### src/rtl/atqe_pkg.sv
// Shared types, widths and constants of the tilt estimator.
// No dependencies; imported by every module of the block.
`default_nettype none
package atqe_pkg;

    localparam int ACCEL_W   = 24;
    localparam int COUNT_W   = 16;
    localparam int TIME_W    = 32;
    localparam int SUM_W     = 40;
    localparam int GRAV_W    = 24;
    localparam int QUAT_W    = 16;
    localparam int VAR_W     = 32;
    localparam int MIN_W     = 16;
    localparam int CFG_W     = 32;
    localparam int CFG_IDX_W = 2;
    localparam int AXIS_W    = 2;

    localparam int AMAG_W  = 25;
    localparam int OPND_W  = 28;
    localparam int PROD_W  = 2 * OPND_W;
    localparam int ACC_W   = 56;
    localparam int SQ_IN_W = 56;
    localparam int SQ_ITER = SQ_IN_W / 2;
    localparam int ROOT_W  = SQ_ITER + 1;
    localparam int DVD_W   = 80;
    localparam int DVS_W   = 48;
    localparam int QUO_W   = 32;
    localparam int ITER_W  = 7;

    localparam logic [ITER_W-1:0] DIV_N_CAL  = ITER_W'(41);
    localparam logic [ITER_W-1:0] DIV_N_QUAT = ITER_W'(41);
    localparam logic [ITER_W-1:0] DIV_N_VAR  = ITER_W'(75);

    localparam logic [AXIS_W-1:0] AXIS_LAST = AXIS_W'(2);

    localparam logic [TIME_W-1:0]        CALIB_DUR_RST  = 32'd1000000;
    localparam logic [CFG_W-1:0]         NOISE_RST      = 32'd0;
    localparam logic [MIN_W-1:0]         MIN_CAL_RST    = 16'd10;
    localparam logic [GRAV_W-1:0]        GRAVITY_RST    = 24'd642908;
    localparam logic [GRAV_W-1:0]        GRAV_SAT       = 24'hFF_FFFF;
    localparam logic signed [QUAT_W-1:0] Q14_ONE        = 16'sd16384;
    localparam logic [VAR_W-1:0]         ONE_Q24        = 32'd16777216;
    localparam logic [VAR_W-1:0]         HALF_PI_SQ_Q24 = 32'd41396121;
    localparam logic [VAR_W-1:0]         VAR_SAT        = 32'hFFFF_FFFF;

    typedef enum logic [CFG_IDX_W-1:0] {
        REG_CALIB_DUR = 2'd0,
        REG_NOISE     = 2'd1,
        REG_MIN_CAL   = 2'd2
    } reg_idx_t;

    typedef enum logic [4:0] {
        S_IDLE, S_DISPATCH,
        S_C_DIV, S_C_DIVW, S_C_MUL, S_C_ACC, S_C_SQ, S_C_SQW,
        S_R_MUL, S_R_ACC, S_R_SQ, S_R_SQW, S_R_CHK,
        S_N_MUL, S_N_ACC, S_N_CHK, S_N_SQW,
        S_Q_DIV, S_Q_DIVW,
        S_V_START, S_V_MULD, S_V_ACCD, S_V_NOISE, S_V_DIV, S_V_DIVW,
        S_OUT
    } state_t;

    typedef enum logic [2:0] {
        MUL_AXIS, MUL_NORM, MUL_QUO, MUL_DIFF, MUL_GRAV
    } mul_sel_t;

    typedef enum logic [1:0] {
        ACC_HOLD, ACC_CLR, ACC_ADD, ACC_NOISE
    } acc_op_t;

    typedef enum logic [1:0] {
        DIV_CAL, DIV_QUAT, DIV_VAR
    } div_op_t;

    typedef struct packed {
        logic     in_load;
        logic     cal_step;
        logic     axis_clr;
        logic     axis_inc;
        logic     mul_en;
        mul_sel_t mul_sel;
        acc_op_t  acc_op;
        logic     sqrt_start;
        logic     div_start;
        div_op_t  div_op;
        logic     amag_load;
        logic     nroot_load;
        logic     grav_load;
        logic     quat_load;
        logic     quat_anti;
        logic     var_load;
        logic     var_const;
        logic     out_load;
    } cmd_t;

    typedef struct packed {
        logic calibrated;
        logic in_window;
        logic count_short;
        logic axis_last;
        logic div_done;
        logic sqrt_done;
        logic a_zero;
        logic n2_zero;
        logic g_small;
    } stat_t;

endpackage
`default_nettype wire

### src/rtl/atqe_div.sv
// Restoring divider, one quotient bit per cycle, with sticky overflow.
// Depends on atqe_pkg for widths.
`default_nettype none
module atqe_div (
    input  wire logic                         clk,
    input  wire logic                         rst_n,
    input  wire logic                         start,
    input  wire logic [atqe_pkg::DVD_W-1:0]   dividend,
    input  wire logic [atqe_pkg::DVS_W-1:0]   divisor,
    input  wire logic [atqe_pkg::ITER_W-1:0]  iters,
    output logic      [atqe_pkg::QUO_W-1:0]   quotient,
    output logic                              ovf,
    output logic                              done
);
    import atqe_pkg::*;

    logic [DVD_W-1:0]  dvd_reg, dvd_next;
    logic [DVS_W-1:0]  dvs_reg, dvs_next;
    logic [DVS_W:0]    rem_reg, rem_next;
    logic [QUO_W-1:0]  quo_reg, quo_next;
    logic              ovf_reg, ovf_next;
    logic [ITER_W-1:0] cnt_reg, cnt_next;
    logic              busy_reg, busy_next;
    logic              done_reg, done_next;
    logic [DVS_W:0]    rem_sh;
    logic              ge;

    assign rem_sh = {rem_reg[DVS_W-1:0], dvd_reg[DVD_W-1]};
    assign ge     = rem_sh >= {1'b0, dvs_reg};

    always_comb
    begin
        dvd_next  = dvd_reg;
        dvs_next  = dvs_reg;
        rem_next  = rem_reg;
        quo_next  = quo_reg;
        ovf_next  = ovf_reg;
        cnt_next  = cnt_reg;
        busy_next = busy_reg;
        done_next = 1'b0;
        if (start)
        begin
            dvd_next  = dividend;
            dvs_next  = divisor;
            rem_next  = '0;
            quo_next  = '0;
            ovf_next  = 1'b0;
            cnt_next  = iters;
            busy_next = 1'b1;
        end
        else if (busy_reg)
        begin
            dvd_next = {dvd_reg[DVD_W-2:0], 1'b0};
            rem_next = ge ? (rem_sh - {1'b0, dvs_reg}) : rem_sh;
            quo_next = {quo_reg[QUO_W-2:0], ge};
            ovf_next = ovf_reg | quo_reg[QUO_W-1];
            cnt_next = cnt_reg - 1'b1;
            if (cnt_reg == ITER_W'(1))
            begin
                busy_next = 1'b0;
                done_next = 1'b1;
            end
        end
    end

    always_ff @(posedge clk or negedge rst_n)
    begin
        if (!rst_n)
        begin
            busy_reg <= 1'b0;
            done_reg <= 1'b0;
            cnt_reg  <= '0;
        end
        else
        begin
            busy_reg <= busy_next;
            done_reg <= done_next;
            cnt_reg  <= cnt_next;
        end
    end

    always_ff @(posedge clk)
    begin
        dvd_reg <= dvd_next;
        dvs_reg <= dvs_next;
        rem_reg <= rem_next;
        quo_reg <= quo_next;
        ovf_reg <= ovf_next;
    end

    assign quotient = quo_reg;
    assign ovf      = ovf_reg;
    assign done     = done_reg;
endmodule
`default_nettype wire

### src/rtl/atqe_sqrt.sv
// Digit-recurrence square root, two radicand bits per cycle, rounded result.
// Depends on atqe_pkg for widths.
`default_nettype none
module atqe_sqrt (
    input  wire logic                         clk,
    input  wire logic                         rst_n,
    input  wire logic                         start,
    input  wire logic [atqe_pkg::SQ_IN_W-1:0] radicand,
    output logic      [atqe_pkg::ROOT_W-1:0]  root,
    output logic                              done
);
    import atqe_pkg::*;

    localparam int RT_W  = SQ_ITER;
    localparam int REM_W = SQ_ITER + 3;
    localparam int CNT_W = $clog2(SQ_ITER + 1);

    logic [SQ_IN_W-1:0] x_reg, x_next;
    logic [REM_W-1:0]   rem_reg, rem_next;
    logic [RT_W-1:0]    rt_reg, rt_next;
    logic [CNT_W-1:0]   cnt_reg, cnt_next;
    logic               busy_reg, busy_next;
    logic               done_reg, done_next;
    logic [REM_W-1:0]   rem_sh;
    logic [REM_W-1:0]   trial;
    logic               ge;

    assign rem_sh = {rem_reg[REM_W-3:0], x_reg[SQ_IN_W-1 -: 2]};
    assign trial  = {1'b0, rt_reg, 2'b01};
    assign ge     = rem_sh >= trial;

    always_comb
    begin
        x_next    = x_reg;
        rem_next  = rem_reg;
        rt_next   = rt_reg;
        cnt_next  = cnt_reg;
        busy_next = busy_reg;
        done_next = 1'b0;
        if (start)
        begin
            x_next    = radicand;
            rem_next  = '0;
            rt_next   = '0;
            cnt_next  = CNT_W'(SQ_ITER);
            busy_next = 1'b1;
        end
        else if (busy_reg)
        begin
            x_next   = {x_reg[SQ_IN_W-3:0], 2'b00};
            rem_next = ge ? (rem_sh - trial) : rem_sh;
            rt_next  = {rt_reg[RT_W-2:0], ge};
            cnt_next = cnt_reg - 1'b1;
            if (cnt_reg == CNT_W'(1))
            begin
                busy_next = 1'b0;
                done_next = 1'b1;
            end
        end
    end

    always_ff @(posedge clk or negedge rst_n)
    begin
        if (!rst_n)
        begin
            busy_reg <= 1'b0;
            done_reg <= 1'b0;
            cnt_reg  <= '0;
        end
        else
        begin
            busy_reg <= busy_next;
            done_reg <= done_next;
            cnt_reg  <= cnt_next;
        end
    end

    always_ff @(posedge clk)
    begin
        x_reg   <= x_next;
        rem_reg <= rem_next;
        rt_reg  <= rt_next;
    end

    // round up when the remainder exceeds the floor root
    assign root = {1'b0, rt_reg} + ROOT_W'(rem_reg > REM_W'(rt_reg));
    assign done = done_reg;
endmodule
`default_nettype wire

### src/rtl/atqe_datapath.sv
// Datapath: config registers, calibration state, shared multiplier,
// accumulator, divider and square root. Depends on atqe_pkg, atqe_div, atqe_sqrt.
`default_nettype none
module atqe_datapath (
    input  wire logic                                clk,
    input  wire logic                                rst_n,
    input  wire atqe_pkg::cmd_t                      cmd,
    output atqe_pkg::stat_t                          stat,
    input  wire logic                                cfg_we,
    input  wire logic        [atqe_pkg::CFG_IDX_W-1:0] cfg_index,
    input  wire logic        [atqe_pkg::CFG_W-1:0]   cfg_data,
    input  wire logic        [atqe_pkg::TIME_W-1:0]  sample_time,
    input  wire logic signed [atqe_pkg::ACCEL_W-1:0] accel_x,
    input  wire logic signed [atqe_pkg::ACCEL_W-1:0] accel_y,
    input  wire logic signed [atqe_pkg::ACCEL_W-1:0] accel_z,
    output logic                                     calibrated,
    output logic                                     calib_retry,
    output logic signed      [atqe_pkg::QUAT_W-1:0]  quat_w,
    output logic signed      [atqe_pkg::QUAT_W-1:0]  quat_x,
    output logic signed      [atqe_pkg::QUAT_W-1:0]  quat_y,
    output logic signed      [atqe_pkg::QUAT_W-1:0]  quat_z,
    output logic             [atqe_pkg::VAR_W-1:0]   tilt_variance,
    output logic             [atqe_pkg::GRAV_W-1:0]  gravity_estimate
);
    import atqe_pkg::*;

    localparam int CX_W = 41;
    localparam int VX_W = 75;

    function automatic logic [ACCEL_W-1:0] abs_a(input logic [ACCEL_W-1:0] v);
        logic [ACCEL_W-1:0] r;
        r = v[ACCEL_W-1] ? (~v + 1'b1) : v;
        return r;
    endfunction

    // configuration
    logic [TIME_W-1:0] dur_reg;
    logic [CFG_W-1:0]  noise_reg;
    logic [MIN_W-1:0]  minc_reg;

    // latched sample
    logic [TIME_W-1:0]        t_reg;
    logic signed [ACCEL_W-1:0] a_reg [3];

    // estimator state
    logic                     cal_reg;
    logic                     retry_reg;
    logic [COUNT_W-1:0]       count_reg;
    logic [TIME_W-1:0]        end_reg;
    logic signed [SUM_W-1:0]  sum_reg [3];
    logic [GRAV_W-1:0]        grav_reg;
    logic signed [QUAT_W-1:0] q_reg [4];
    logic [VAR_W-1:0]         var_reg;

    // work registers
    logic [AXIS_W-1:0] axis_reg;
    logic [ACC_W-1:0]  acc_reg;
    logic [PROD_W-1:0] prod_reg;
    logic [AMAG_W-1:0] amag_reg;
    logic [OPND_W-1:0] nroot_reg;

    // shared units
    logic [DVD_W-1:0]  div_dvd;
    logic [DVS_W-1:0]  div_dvs;
    logic [ITER_W-1:0] div_iters;
    logic [QUO_W-1:0]  div_q;
    logic              div_ovf;
    logic              div_done;
    logic [ROOT_W-1:0] sq_root;
    logic              sq_done;

    logic [TIME_W:0]     end_sum;
    logic [TIME_W-1:0]   end_eff;
    logic [MIN_W-1:0]    minc_eff;
    logic                in_window;
    logic [ACCEL_W-1:0]  a_mag [3];
    logic signed [AMAG_W+1:0] w_s;
    logic [AMAG_W:0]     w_mag;
    logic signed [AMAG_W:0]   d_s;
    logic [AMAG_W:0]     d_mag;
    logic [OPND_W-1:0]   opnd;
    logic [SUM_W-1:0]    sum_mag;
    logic [AMAG_W:0]     c_mag;
    logic                c_neg;
    logic [CX_W-1:0]     x_cal;
    logic [CX_W-1:0]     x_quat;
    logic [VX_W-1:0]     x_var;
    logic signed [QUAT_W-1:0] q_comp;

    assign end_sum  = {1'b0, t_reg} + {1'b0, dur_reg};
    assign end_eff  = (count_reg == '0) ?
                      (end_sum[TIME_W] ? '1 : end_sum[TIME_W-1:0]) : end_reg;
    assign in_window = t_reg < end_eff;
    assign minc_eff = (minc_reg == '0) ? MIN_W'(1) : minc_reg;

    always_comb
    begin
        for (int i = 0; i < 3; i++)
        begin
            a_mag[i] = abs_a(a_reg[i]);
        end
    end

    // w = |a| - az, never negative, but keep the sign for safety
    assign w_s   = $signed({2'b00, amag_reg}) - (AMAG_W+2)'(a_reg[2]);
    assign w_mag = w_s[AMAG_W+1] ? AMAG_W'(0) - w_s[AMAG_W:0] : w_s[AMAG_W:0];
    assign d_s   = $signed({1'b0, amag_reg}) - $signed({2'b00, grav_reg});
    assign d_mag = d_s[AMAG_W] ? (~d_s + 1'b1) : d_s;

    always_comb
    begin
        case (cmd.mul_sel)
            MUL_AXIS: opnd = OPND_W'(a_mag[axis_reg]);
            MUL_NORM:
            begin
                case (axis_reg)
                    2'd0:    opnd = OPND_W'(w_mag);
                    2'd1:    opnd = OPND_W'(a_mag[0]);
                    default: opnd = OPND_W'(a_mag[1]);
                endcase
            end
            MUL_QUO:  opnd = div_q[OPND_W-1:0];
            MUL_DIFF: opnd = OPND_W'(d_mag);
            MUL_GRAV: opnd = OPND_W'(grav_reg);
            default:  opnd = '0;
        endcase
    end

    // divider operand selection
    assign sum_mag = sum_reg[axis_reg][SUM_W-1] ? (~sum_reg[axis_reg] + 1'b1)
                                                : sum_reg[axis_reg];
    assign x_cal   = CX_W'(sum_mag) + CX_W'(count_reg >> 1);

    always_comb
    begin
        case (axis_reg)
            2'd0:
            begin
                c_mag = w_mag;
                c_neg = w_s[AMAG_W+1];
            end
            2'd1:
            begin
                c_mag = (AMAG_W+1)'(a_mag[1]);
                c_neg = a_reg[1][ACCEL_W-1];
            end
            default:
            begin
                c_mag = (AMAG_W+1)'(a_mag[0]);
                c_neg = !a_reg[0][ACCEL_W-1] && (a_reg[0] != '0);
            end
        endcase
    end

    assign x_quat = (CX_W'(c_mag) << 14) + CX_W'(nroot_reg >> 1);
    assign x_var  = (VX_W'(acc_reg) << 24) + VX_W'(prod_reg[DVS_W-1:0] >> 1);

    always_comb
    begin
        case (cmd.div_op)
            DIV_CAL:
            begin
                div_dvd   = DVD_W'(x_cal) << (DVD_W - CX_W);
                div_dvs   = DVS_W'(count_reg);
                div_iters = DIV_N_CAL;
            end
            DIV_QUAT:
            begin
                div_dvd   = DVD_W'(x_quat) << (DVD_W - CX_W);
                div_dvs   = DVS_W'(nroot_reg);
                div_iters = DIV_N_QUAT;
            end
            default:
            begin
                div_dvd   = DVD_W'(x_var) << (DVD_W - VX_W);
                div_dvs   = prod_reg[DVS_W-1:0];
                div_iters = DIV_N_VAR;
            end
        endcase
    end

    assign q_comp = c_neg ? -$signed(div_q[QUAT_W-1:0]) : $signed(div_q[QUAT_W-1:0]);

    atqe_div u_div (
        .clk      (clk),
        .rst_n    (rst_n),
        .start    (cmd.div_start),
        .dividend (div_dvd),
        .divisor  (div_dvs),
        .iters    (div_iters),
        .quotient (div_q),
        .ovf      (div_ovf),
        .done     (div_done)
    );

    atqe_sqrt u_sqrt (
        .clk      (clk),
        .rst_n    (rst_n),
        .start    (cmd.sqrt_start),
        .radicand (acc_reg),
        .root     (sq_root),
        .done     (sq_done)
    );

    // configuration writes
    always_ff @(posedge clk or negedge rst_n)
    begin
        if (!rst_n)
        begin
            dur_reg   <= CALIB_DUR_RST;
            noise_reg <= NOISE_RST;
            minc_reg  <= MIN_CAL_RST;
        end
        else if (cfg_we)
        begin
            unique case (cfg_index)
                REG_CALIB_DUR: dur_reg   <= cfg_data;
                REG_NOISE:     noise_reg <= cfg_data;
                REG_MIN_CAL:   minc_reg  <= cfg_data[MIN_W-1:0];
                default:       ;
            endcase
        end
    end

    // estimator state
    always_ff @(posedge clk or negedge rst_n)
    begin
        if (!rst_n)
        begin
            cal_reg   <= 1'b0;
            retry_reg <= 1'b0;
            count_reg <= '0;
            end_reg   <= '0;
            for (int i = 0; i < 3; i++)
            begin
                sum_reg[i] <= '0;
            end
            grav_reg <= GRAVITY_RST;
            q_reg[0] <= Q14_ONE;
            q_reg[1] <= '0;
            q_reg[2] <= '0;
            q_reg[3] <= '0;
            var_reg  <= ONE_Q24;
            axis_reg <= '0;
        end
        else
        begin
            if (cmd.in_load)
            begin
                retry_reg <= 1'b0;
            end
            if (cmd.cal_step)
            begin
                end_reg <= end_eff;
                if (in_window)
                begin
                    if (count_reg != '1)
                    begin
                        for (int i = 0; i < 3; i++)
                        begin
                            sum_reg[i] <= sum_reg[i] + SUM_W'(a_reg[i]);
                        end
                        count_reg <= count_reg + 1'b1;
                    end
                end
                else if (count_reg < COUNT_W'(minc_eff))
                begin
                    retry_reg <= 1'b1;
                    count_reg <= '0;
                    for (int i = 0; i < 3; i++)
                    begin
                        sum_reg[i] <= '0;
                    end
                end
            end
            if (cmd.grav_load)
            begin
                grav_reg <= (sq_root > ROOT_W'(GRAV_SAT)) ? GRAV_SAT : sq_root[GRAV_W-1:0];
                cal_reg  <= 1'b1;
            end
            if (cmd.quat_load)
            begin
                case (axis_reg)
                    2'd0:    q_reg[0] <= q_comp;
                    2'd1:    q_reg[1] <= q_comp;
                    default: q_reg[2] <= q_comp;
                endcase
                q_reg[3] <= '0;
            end
            if (cmd.quat_anti)
            begin
                q_reg[0] <= '0;
                q_reg[1] <= Q14_ONE;
                q_reg[2] <= '0;
                q_reg[3] <= '0;
            end
            if (cmd.var_load)
            begin
                var_reg <= div_ovf ? VAR_SAT : div_q;
            end
            if (cmd.var_const)
            begin
                var_reg <= HALF_PI_SQ_Q24;
            end
            if (cmd.axis_clr)
            begin
                axis_reg <= '0;
            end
            else if (cmd.axis_inc)
            begin
                axis_reg <= axis_reg + 1'b1;
            end
        end
    end

    // payload and work registers
    always_ff @(posedge clk)
    begin
        if (cmd.in_load)
        begin
            t_reg    <= sample_time;
            a_reg[0] <= accel_x;
            a_reg[1] <= accel_y;
            a_reg[2] <= accel_z;
        end
        if (cmd.mul_en)
        begin
            prod_reg <= opnd * opnd;
        end
        case (cmd.acc_op)
            ACC_CLR:   acc_reg <= '0;
            ACC_ADD:   acc_reg <= acc_reg + ACC_W'(prod_reg);
            ACC_NOISE: acc_reg <= acc_reg + ACC_W'({noise_reg, 8'h00});
            default:   ;
        endcase
        if (cmd.amag_load)
        begin
            amag_reg <= sq_root[AMAG_W-1:0];
        end
        if (cmd.nroot_load)
        begin
            nroot_reg <= sq_root[OPND_W-1:0];
        end
        if (cmd.out_load)
        begin
            calibrated       <= cal_reg;
            calib_retry      <= retry_reg;
            quat_w           <= q_reg[0];
            quat_x           <= q_reg[1];
            quat_y           <= q_reg[2];
            quat_z           <= q_reg[3];
            tilt_variance    <= var_reg;
            gravity_estimate <= grav_reg;
        end
    end

    assign stat.calibrated  = cal_reg;
    assign stat.in_window   = in_window;
    assign stat.count_short = count_reg < COUNT_W'(minc_eff);
    assign stat.axis_last   = axis_reg == AXIS_LAST;
    assign stat.div_done    = div_done;
    assign stat.sqrt_done   = sq_done;
    assign stat.a_zero      = (a_reg[0] == '0) && (a_reg[1] == '0) && (a_reg[2] == '0);
    assign stat.n2_zero     = acc_reg == '0;
    assign stat.g_small     = grav_reg[GRAV_W-1:16] == '0;
endmodule
`default_nettype wire

### src/rtl/atqe_ctrl.sv
// Controller state machine: sequences the datapath for one sample at a time
// and owns the channel handshakes. Depends on atqe_pkg.
`default_nettype none
module atqe_ctrl (
    input  wire logic            clk,
    input  wire logic            rst_n,
    input  wire logic            in_valid,
    output logic                 in_stall,
    output logic                 out_valid,
    input  wire logic            out_stall,
    input  wire atqe_pkg::stat_t stat,
    output atqe_pkg::cmd_t       cmd
);
    import atqe_pkg::*;

    state_t state_reg, state_next;
    logic   out_valid_reg, out_valid_next;

    always_ff @(posedge clk or negedge rst_n)
    begin
        if (!rst_n)
        begin
            state_reg     <= S_IDLE;
            out_valid_reg <= 1'b0;
        end
        else
        begin
            state_reg     <= state_next;
            out_valid_reg <= out_valid_next;
        end
    end

    always_comb
    begin
        state_next  = state_reg;
        cmd         = '0;
        cmd.mul_sel = MUL_AXIS;
        cmd.acc_op  = ACC_HOLD;
        cmd.div_op  = DIV_CAL;
        unique case (state_reg)
            S_IDLE:
            begin
                if (in_valid)
                begin
                    cmd.in_load = 1'b1;
                    state_next  = S_DISPATCH;
                end
            end
            S_DISPATCH:
            begin
                cmd.axis_clr = 1'b1;
                cmd.acc_op   = ACC_CLR;
                if (stat.calibrated)
                begin
                    state_next = S_R_MUL;
                end
                else
                begin
                    cmd.cal_step = 1'b1;
                    if (stat.in_window || stat.count_short)
                    begin
                        state_next = S_OUT;
                    end
                    else
                    begin
                        state_next = S_C_DIV;
                    end
                end
            end
            S_C_DIV:
            begin
                cmd.div_start = 1'b1;
                cmd.div_op    = DIV_CAL;
                state_next    = S_C_DIVW;
            end
            S_C_DIVW:
            begin
                if (stat.div_done)
                begin
                    state_next = S_C_MUL;
                end
            end
            S_C_MUL:
            begin
                cmd.mul_en  = 1'b1;
                cmd.mul_sel = MUL_QUO;
                state_next  = S_C_ACC;
            end
            S_C_ACC:
            begin
                cmd.acc_op = ACC_ADD;
                if (stat.axis_last)
                begin
                    state_next = S_C_SQ;
                end
                else
                begin
                    cmd.axis_inc = 1'b1;
                    state_next   = S_C_DIV;
                end
            end
            S_C_SQ:
            begin
                cmd.sqrt_start = 1'b1;
                state_next     = S_C_SQW;
            end
            S_C_SQW:
            begin
                if (stat.sqrt_done)
                begin
                    cmd.grav_load = 1'b1;
                    state_next    = S_OUT;
                end
            end
            S_R_MUL:
            begin
                cmd.mul_en  = 1'b1;
                cmd.mul_sel = MUL_AXIS;
                state_next  = S_R_ACC;
            end
            S_R_ACC:
            begin
                cmd.acc_op = ACC_ADD;
                if (stat.axis_last)
                begin
                    state_next = S_R_SQ;
                end
                else
                begin
                    cmd.axis_inc = 1'b1;
                    state_next   = S_R_MUL;
                end
            end
            S_R_SQ:
            begin
                cmd.sqrt_start = 1'b1;
                state_next     = S_R_SQW;
            end
            S_R_SQW:
            begin
                if (stat.sqrt_done)
                begin
                    cmd.amag_load = 1'b1;
                    state_next    = S_R_CHK;
                end
            end
            S_R_CHK:
            begin
                if (stat.a_zero)
                begin
                    state_next = S_V_START;
                end
                else
                begin
                    cmd.axis_clr = 1'b1;
                    cmd.acc_op   = ACC_CLR;
                    state_next   = S_N_MUL;
                end
            end
            S_N_MUL:
            begin
                cmd.mul_en  = 1'b1;
                cmd.mul_sel = MUL_NORM;
                state_next  = S_N_ACC;
            end
            S_N_ACC:
            begin
                cmd.acc_op = ACC_ADD;
                if (stat.axis_last)
                begin
                    state_next = S_N_CHK;
                end
                else
                begin
                    cmd.axis_inc = 1'b1;
                    state_next   = S_N_MUL;
                end
            end
            S_N_CHK:
            begin
                if (stat.n2_zero)
                begin
                    cmd.quat_anti = 1'b1;
                    state_next    = S_V_START;
                end
                else
                begin
                    cmd.sqrt_start = 1'b1;
                    state_next     = S_N_SQW;
                end
            end
            S_N_SQW:
            begin
                if (stat.sqrt_done)
                begin
                    cmd.nroot_load = 1'b1;
                    cmd.axis_clr   = 1'b1;
                    state_next     = S_Q_DIV;
                end
            end
            S_Q_DIV:
            begin
                cmd.div_start = 1'b1;
                cmd.div_op    = DIV_QUAT;
                state_next    = S_Q_DIVW;
            end
            S_Q_DIVW:
            begin
                cmd.div_op = DIV_QUAT;
                if (stat.div_done)
                begin
                    cmd.quat_load = 1'b1;
                    if (stat.axis_last)
                    begin
                        state_next = S_V_START;
                    end
                    else
                    begin
                        cmd.axis_inc = 1'b1;
                        state_next   = S_Q_DIV;
                    end
                end
            end
            S_V_START:
            begin
                if (stat.g_small)
                begin
                    cmd.var_const = 1'b1;
                    state_next    = S_OUT;
                end
                else
                begin
                    cmd.acc_op = ACC_CLR;
                    state_next = S_V_MULD;
                end
            end
            S_V_MULD:
            begin
                cmd.mul_en  = 1'b1;
                cmd.mul_sel = MUL_DIFF;
                state_next  = S_V_ACCD;
            end
            S_V_ACCD:
            begin
                cmd.acc_op = ACC_ADD;
                state_next = S_V_NOISE;
            end
            S_V_NOISE:
            begin
                cmd.acc_op  = ACC_NOISE;
                cmd.mul_en  = 1'b1;
                cmd.mul_sel = MUL_GRAV;
                state_next  = S_V_DIV;
            end
            S_V_DIV:
            begin
                cmd.div_start = 1'b1;
                cmd.div_op    = DIV_VAR;
                state_next    = S_V_DIVW;
            end
            S_V_DIVW:
            begin
                cmd.div_op = DIV_VAR;
                if (stat.div_done)
                begin
                    cmd.var_load = 1'b1;
                    state_next   = S_OUT;
                end
            end
            S_OUT:
            begin
                // hold until the output register is free or being drained
                if (!out_valid_reg || !out_stall)
                begin
                    cmd.out_load = 1'b1;
                    state_next   = S_IDLE;
                end
            end
            default:
            begin
                state_next = S_IDLE;
            end
        endcase
    end

    assign out_valid_next = cmd.out_load | (out_valid_reg & out_stall);
    assign out_valid      = out_valid_reg;
    assign in_stall       = state_reg != S_IDLE;
endmodule
`default_nettype wire

### src/rtl/accel_tilt_quaternion_estimator_core.sv
// Top level of the accelerometer tilt estimator with gravity calibration.
// Depends on atqe_pkg, atqe_ctrl and atqe_datapath.
//
//  channel  | handshake               | payload
//  ---------+-------------------------+-----------------------------------------
//  input    | in_valid / in_stall     | sample_time, accel_x, accel_y, accel_z
//  output   | out_valid / out_stall   | calibrated, calib_retry, quat_w..quat_z,
//           |                         | tilt_variance, gravity_estimate
//  config   | cfg_we (no wait)        | cfg_index, cfg_data
//
// One sample at a time; the shared one-bit-per-cycle divider and
// two-bit-per-cycle square root do the arithmetic. A window sample or a retry
// uses neither; a closing sample that completes calibration takes three
// 41-step divides and a 28-step root; a running sample up to two roots,
// three 41-step divides and a 75-step divide. Reset is asynchronous and
// active low and needs no clearing pass.
// A finished transaction sits in the output register while the next sample
// is taken; completion of the following one waits while out_stall holds it.
`default_nettype none
module accel_tilt_quaternion_estimator_core (
    input  wire logic                                  clk,
    input  wire logic                                  rst_n,
    input  wire logic                                  in_valid,
    output logic                                       in_stall,
    input  wire logic        [atqe_pkg::TIME_W-1:0]    sample_time,
    input  wire logic signed [atqe_pkg::ACCEL_W-1:0]   accel_x,
    input  wire logic signed [atqe_pkg::ACCEL_W-1:0]   accel_y,
    input  wire logic signed [atqe_pkg::ACCEL_W-1:0]   accel_z,
    output logic                                       out_valid,
    input  wire logic                                  out_stall,
    output logic                                       calibrated,
    output logic                                       calib_retry,
    output logic signed      [atqe_pkg::QUAT_W-1:0]    quat_w,
    output logic signed      [atqe_pkg::QUAT_W-1:0]    quat_x,
    output logic signed      [atqe_pkg::QUAT_W-1:0]    quat_y,
    output logic signed      [atqe_pkg::QUAT_W-1:0]    quat_z,
    output logic             [atqe_pkg::VAR_W-1:0]     tilt_variance,
    output logic             [atqe_pkg::GRAV_W-1:0]    gravity_estimate,
    input  wire logic                                  cfg_we,
    input  wire logic        [atqe_pkg::CFG_IDX_W-1:0] cfg_index,
    input  wire logic        [atqe_pkg::CFG_W-1:0]     cfg_data
);
    import atqe_pkg::*;

    // command and status between sequencer and datapath
    cmd_t  cmd;
    stat_t stat;

    // sequencer: accept one transaction, step the datapath, hand off result
    atqe_ctrl u_ctrl (
        .clk       (clk),
        .rst_n     (rst_n),
        .in_valid  (in_valid),
        .in_stall  (in_stall),
        .out_valid (out_valid),
        .out_stall (out_stall),
        .stat      (stat),
        .cmd       (cmd)
    );

    // datapath: calibration window, shortest-arc quaternion, variance
    atqe_datapath u_dp (
        .clk              (clk),
        .rst_n            (rst_n),
        .cmd              (cmd),
        .stat             (stat),
        .cfg_we           (cfg_we),
        .cfg_index        (cfg_index),
        .cfg_data         (cfg_data),
        .sample_time      (sample_time),
        .accel_x          (accel_x),
        .accel_y          (accel_y),
        .accel_z          (accel_z),
        .calibrated       (calibrated),
        .calib_retry      (calib_retry),
        .quat_w           (quat_w),
        .quat_x           (quat_x),
        .quat_y           (quat_y),
        .quat_z           (quat_z),
        .tilt_variance    (tilt_variance),
        .gravity_estimate (gravity_estimate)
    );
endmodule
`default_nettype wire

### config.mk
export PLATFORM = sky130hd
export DESIGN_NAME = accel_tilt_quaternion_estimator_core
export DESIGN_NICKNAME = d
export VERILOG_FILES = /design/src/rtl/atqe_pkg.sv /design/src/rtl/atqe_div.sv /design/src/rtl/atqe_sqrt.sv /design/src/rtl/atqe_datapath.sv /design/src/rtl/atqe_ctrl.sv /design/src/rtl/accel_tilt_quaternion_estimator_core.sv
export SDC_FILE = /design/constraint.sdc
export NUM_CORES = 2
export LEC_CHECK = 0
export BUFFER_PORTS_ARGS = -buffer_cell sky130_fd_sc_hd__buf_4
export CAP_MARGIN = 25
export CORE_MARGIN = 3
export CORE_UTILIZATION = 45
export DETAILED_ROUTE_END_ITERATION = 16
export PLACE_DENSITY_LB_ADDON = 0.3
export SLEW_MARGIN = 20
export SYNTH_ARGS = -nofsm -noshare
export SYNTH_HDL_FRONTEND = slang
export SYNTH_SLANG_ARGS = --single-unit
### constraint.sdc
create_clock -name clk -period 14.6 [get_ports clk]
set_input_delay 2.92 -clock clk [delete_from_list [all_inputs] [get_ports clk]]
set_output_delay 2.92 -clock clk [all_outputs]
set_load 0.02 [all_outputs]
Yosys cells after proc, flatten, opt, wreduce, memory -nomap -nowiden
Memories as Yosys holds them, arrays and structs flattened.
Index checks and enable logic that the tools add are counted.
W data, S select, Z words.

storage, ports and cells
  output and inout bits = 124
  latch bits = 0
  memories kept = 1
  memory bits (read-only) = 0
  register bits = 1037
  RAM bits = 72

operators by class
  $mul = 1
  bitwise gates (word level) = 9
  shifts and indexed selects = 0
  mux-type cells = 117
  add/sub/neg operators = 25
  reductions and logical operators = 47
  equality and inequality tests = 50
  $lt $le $gt $ge = 7
  div/mod/pow operators = 0

memory list
  memory      depth  width  read ports  clocked after Yosys merged registers in  wr ports  line                 RTL
  u_dp.a_reg  3      24     3           0                                        3         atqe_datapath.sv:43  logic signed [ACCEL_W-1:0] a_reg [3];

operator list
  kind                     count
  $mux W120                3
  $pmux W56 S3             1
  $mux W32                 5
  $mux W80                 2
  $pmux W80 S2             1
  $mux W24                 6
  $pmux W28 S5             1
  $pmux W5 S26             1
  $mux W16                 8
  $mux W64                 2
  $add A40 B24 Y40         3
  $mux W40                 3
  $mux W56                 2
  $pmux W26 S2             2
  $pmux W48 S2             1
  $bmux W40 S2             1
  $add A75 B47 Y75         1
  $add A24 B1 Y24 const B  3
  $logic_not A24 Y1        3
  $not A24 Y24             3
  $mux W5                  13
  $add A56 B40 Y56         1
  $add A56 B56 Y56         1
  $logic_not A56 Y1        1
  other kinds (75)         188

Logic depth before layout (Yosys ltp)
  word-level depth = 10
  mapped depth = 47
  depth with buffers taken out = 45

Hierarchy
A second synthesis with hierarchy kept.

unflattened totals
  cells, all modules = 9998
  area total of the unflattened synthesis = 94558.2 um^2

by module, submodules not included
  module         area each (um^2)  times used  cells an instance
  atqe_datapath  74637.8           1           8027
  atqe_div       11496.0           1           1059
  atqe_sqrt      7390.8            1           754
  atqe_ctrl      1033.5            1           158

Worst setup path after synthesis
OpenSTA, ideal clock, no wires.

  path type = reg2reg
  start = mem u_dp.a_reg[2][0], in the netlist u_dp.a_reg[0][48]
  end = reg u_dp.prod_reg[54] (data pin)
  path slack = 3.522 ns
  setup time = 0.259 ns
  period minus slack after synthesis = 11.078 ns
  arrival = 10.819 ns
  required time = 14.341 ns
  cell stages (with the launch flop) = 44
  cell sequence = edfxtp_1 ha_1 fa_1 nand2b_1 a211oi_2 o21ai_0 a2111oi_0 o21a_1 o221ai_1 or3_1 o41ai_1 xnor2_1 a21oi_1 o221a_2 inv_1 clkbuf_1 buf_1 nand2_1 (+8 left out) fa_1 inv_1 fa_1 inv_1 ha_1 a21o_1 a21o_1 a21oi_1 nor3b_1 a211o_1 a21oi_1 a211o_1 nand3_1 a21oi_1 o31ai_1 or4_1 o21ai_0 xnor2_1

RTL lines
  element               line                  RTL
  from (decl)           atqe_datapath.sv:43
  to (signal assigned)  atqe_datapath.sv:328  prod_reg <= opnd * opnd;
  to (decl)             atqe_datapath.sv:58   logic [PROD_W-1:0] prod_reg;

==> metrics.txt <==
number of sinks handled by clock tree synthesis 1,070; die width 461.5 microns; share of synthesized registers carrying an async set or reset 35.33%; gr usage total 30.63%; kind of end point of the critical path register; final clock skew 0.04547 ns; library cell with the highest instance count after synthesis inv_1; CP Data Required Time 15.12 ns; later-pin clock latency in the skew report 0.81 ns; Netlist cell types 111; DRT iter0 DRCs 8,947; LEAKAGE 45.96 nW; die extent in y 461.5 microns; number of slew-limit violations in the final report 0; number of synthesized flops with an enable pin 552; Max Root-Sink Buffers 3; detailed-route DRC error count 0; slowest cell on the critical path o221ai_1; setup repair after global routing missed its margin false; Gates resized, CTS repair 0; TNS Setup 0 ns; DR vias 79,130; Crit Path Class reg -> reg; transition time at the pin with the least slew margin 1.163 ns; largest voltage drop on the vdd net 0.1214 mV; DIE AREA 213,000 sq um; wire length per cell after detailed routing 25.22 microns; aggregate routed wire length 330,900 microns; top cell type by total area after synthesis edfxtp_1; worst reg2reg setup slack 1.33 ns; most frequent cells after synthesis 1,081 x inv_1, 1,066 x nand2_1, 899 x nor2_1, 690 x ha_1, 615 x fa_1; port bufs 250; Max Cap Viol 0; post-synthesis register bit count 1,070; cell area after technology mapping 93,370 sq um; share of layout cells above drive strength 1 8.275%; maximum clock rate 75.35 MHz; synthesized area per cell 9.148 sq um; Clk Tree Root Cell clkbuf_16; final setup violation count 0; share of the clock period used by the worst path 90.89%; critical-path maximum fanout 14; number of flip-flops in the largest register 120; hold path cells 0; number of placement rows 166; area added between synthesis and finish 10.23%; Pre-Repair DR Iteration Count 9; I/O pin cnt 267; classification of the worst-slack hold path reg -> reg; power density cells 69.59 nW/um^2; type of element launching the critical path register; CTS tree done; fin nets 11,770; Register-to-Register Path Depth 39; remaining antenna violation count after routing 0; Primary FF master, synth edfxtp_1; count of final hold-check violations 0; total congestion overflow 0; clock period minus final worst setup slack 13.27 ns; share of the core filled with cells 50.11%; starting utilization of the core area 45.46%; GP Congestion 1.052; fraction of the yosys area taken by sequential cells 30.91%; antenna violations before repair 28; clock-pin slew of the registers on the worst-case setup and hold paths 0.06 ns; wire length of the first global-routing pass 492,900 microns; yosys warns 0; data arrival time of the critical path 13.79 ns; most frequent cell on the critical path fa_1; maximum number of pins on one net before global-route repair 156; number of buffers inserted during clock tree synthesis 131; number of global-route vias before repair 77,490; max incr delay on CP 0.62 ns; number of buffers added for setup after CTS 0; cell count after synthesis 10,210; detailed-placement wirelength estimate 256,100 microns; worst-case headroom to the max-slew limit 21.80%; most area-consuming cells after synthesis edfxtp_1 18%, fa_1 13%, dfrtp_1 9.5%; total number of H-tree levels 4; CORE AREA 205,400 sq um; number of buffers inserted for hold repair after clock tree synthesis 0; share of Yosys cell area claimed by the top area cell type 17.75%; outcome completed; Hold Worst Slack 0.4450 ns; vias per std cell 6.031
[cell type report]
type | instances | area (sq um)
fillers | 18960 | 102500
multi-input cells | 7599 | 58870
flip-flops and latches | 1070 | 28880
inverters | 1098 | 4126
clock buffers | 167 | 3525
well taps | 2688 | 3363
repair buffers | 419 | 3282
clock inverters | 76 | 872.1
diodes | 4 | 10.01
[per-layer routing]
metal,global-route usage [%],routed length (microns)
met5,0,65
met4,12.87,15560
met3,6.282,32270
met2,45.92,141800
met1,42.98,141200
[per-stage QoR]
stage | total power [W] | worst slack [ns] | area [sq um] | instances
floorplan | 0.003652 | 3.522 | 93430 | 10220
global placement | 0.003838 | 1.805 | 98270 | 12860
finish | 0.007162 | 1.329 | 102900 | 13120
CTS | 0.007214 | 1.590 | 102800 | 13110
detailed placement | 0.003846 | 1.671 | 98380 | 12870
global route | 0.007392 | 0.7757 | 102900 | 13120
[power by group]
part	total [W]	switching, W	internal [W]	leakage [nW]
sequential	0.00324	0.0000410	0.00320	10.8
clock	0.00337	0.00148	0.00189	2.10
combinational	0.000557	0.000322	0.000234	33.1
[path summary, 6_finish.rpt]
kind                                        startpoint                        endpoint
max                        u_dp.a_reg[0][48]$_DFFE_PP_     u_dp.prod_reg[53]$_DFFE_PN_
min                         u_dp.q_reg[54]$_DFFE_PN0P_        u_dp.quat_w[6]$_DFFE_PP_
max reg2reg                u_dp.a_reg[0][48]$_DFFE_PP_     u_dp.prod_reg[53]$_DFFE_PN_
min reg2reg                 u_dp.q_reg[54]$_DFFE_PN0P_        u_dp.quat_w[6]$_DFFE_PP_
max in group asynchronous                        rst_n  u_dp.noise_reg[27]$_DFFE_PN0P_
min in group asynchronous                        rst_n     u_dp.sum_reg[9]$_DFFE_PN0P_
[cell usage in the layout, fill, tap and decap left out, types with 40 or more instances in the layout]
| master | n |
|---|---|
| inv_1 | 1079 |
| nand2_1 | 1065 |
| nor2_1 | 895 |
| ha_1 | 689 |
| fa_1 | 615 |
| a21oi_1 | 584 |
| edfxtp_1 | 552 |
| o21ai_0 | 486 |
| xnor2_1 | 423 |
| buf_4 | 400 |
| dfrtp_1 | 351 |
| a21o_1 | 268 |
| xor2_1 | 240 |
| nor3_1 | 188 |
| nand3_1 | 164 |
| o31ai_1 | 158 |
| dfxtp_1 | 140 |
| clkbuf_16 | 132 |
| mux2i_1 | 123 |
| nand2b_1 | 114 |
| o22ai_1 | 101 |
| nand4_1 | 90 |
| a211oi_1 | 88 |
| mux2_2 | 85 |
| and3_1 | 84 |
| o21a_1 | 74 |
| nor4_1 | 72 |
| a31oi_1 | 61 |
| nor2b_1 | 59 |
| o21bai_1 | 58 |
| or3_1 | 57 |
| a22oi_1 | 51 |
| a22o_1 | 44 |
| o211ai_1 | 40 |
[critical path: cells and delay by family (launching register included)]
kind                       cells  cell delay, ns
xor gates and xnor gates       1            0.61
adders and majority gates     10            4.51
and+or+nand+nor                7            1.80
buffers and inverters          7            1.41
DFF                            1            0.48
AOI/OAI and AO/OA             14            4.13
[logic make-up after synthesis]
group / synth area share, %
xor gates and xnor gates: 6.228
DFF: 30.91
other: 0.004016
adders and majority gates: 22.44
buffers and inverters: 6.368
AOI/OAI and AO/OA: 17.15
muxes: 2.356
and+or+nand+nor: 14.54
Power figures use the tool's default switching activity.
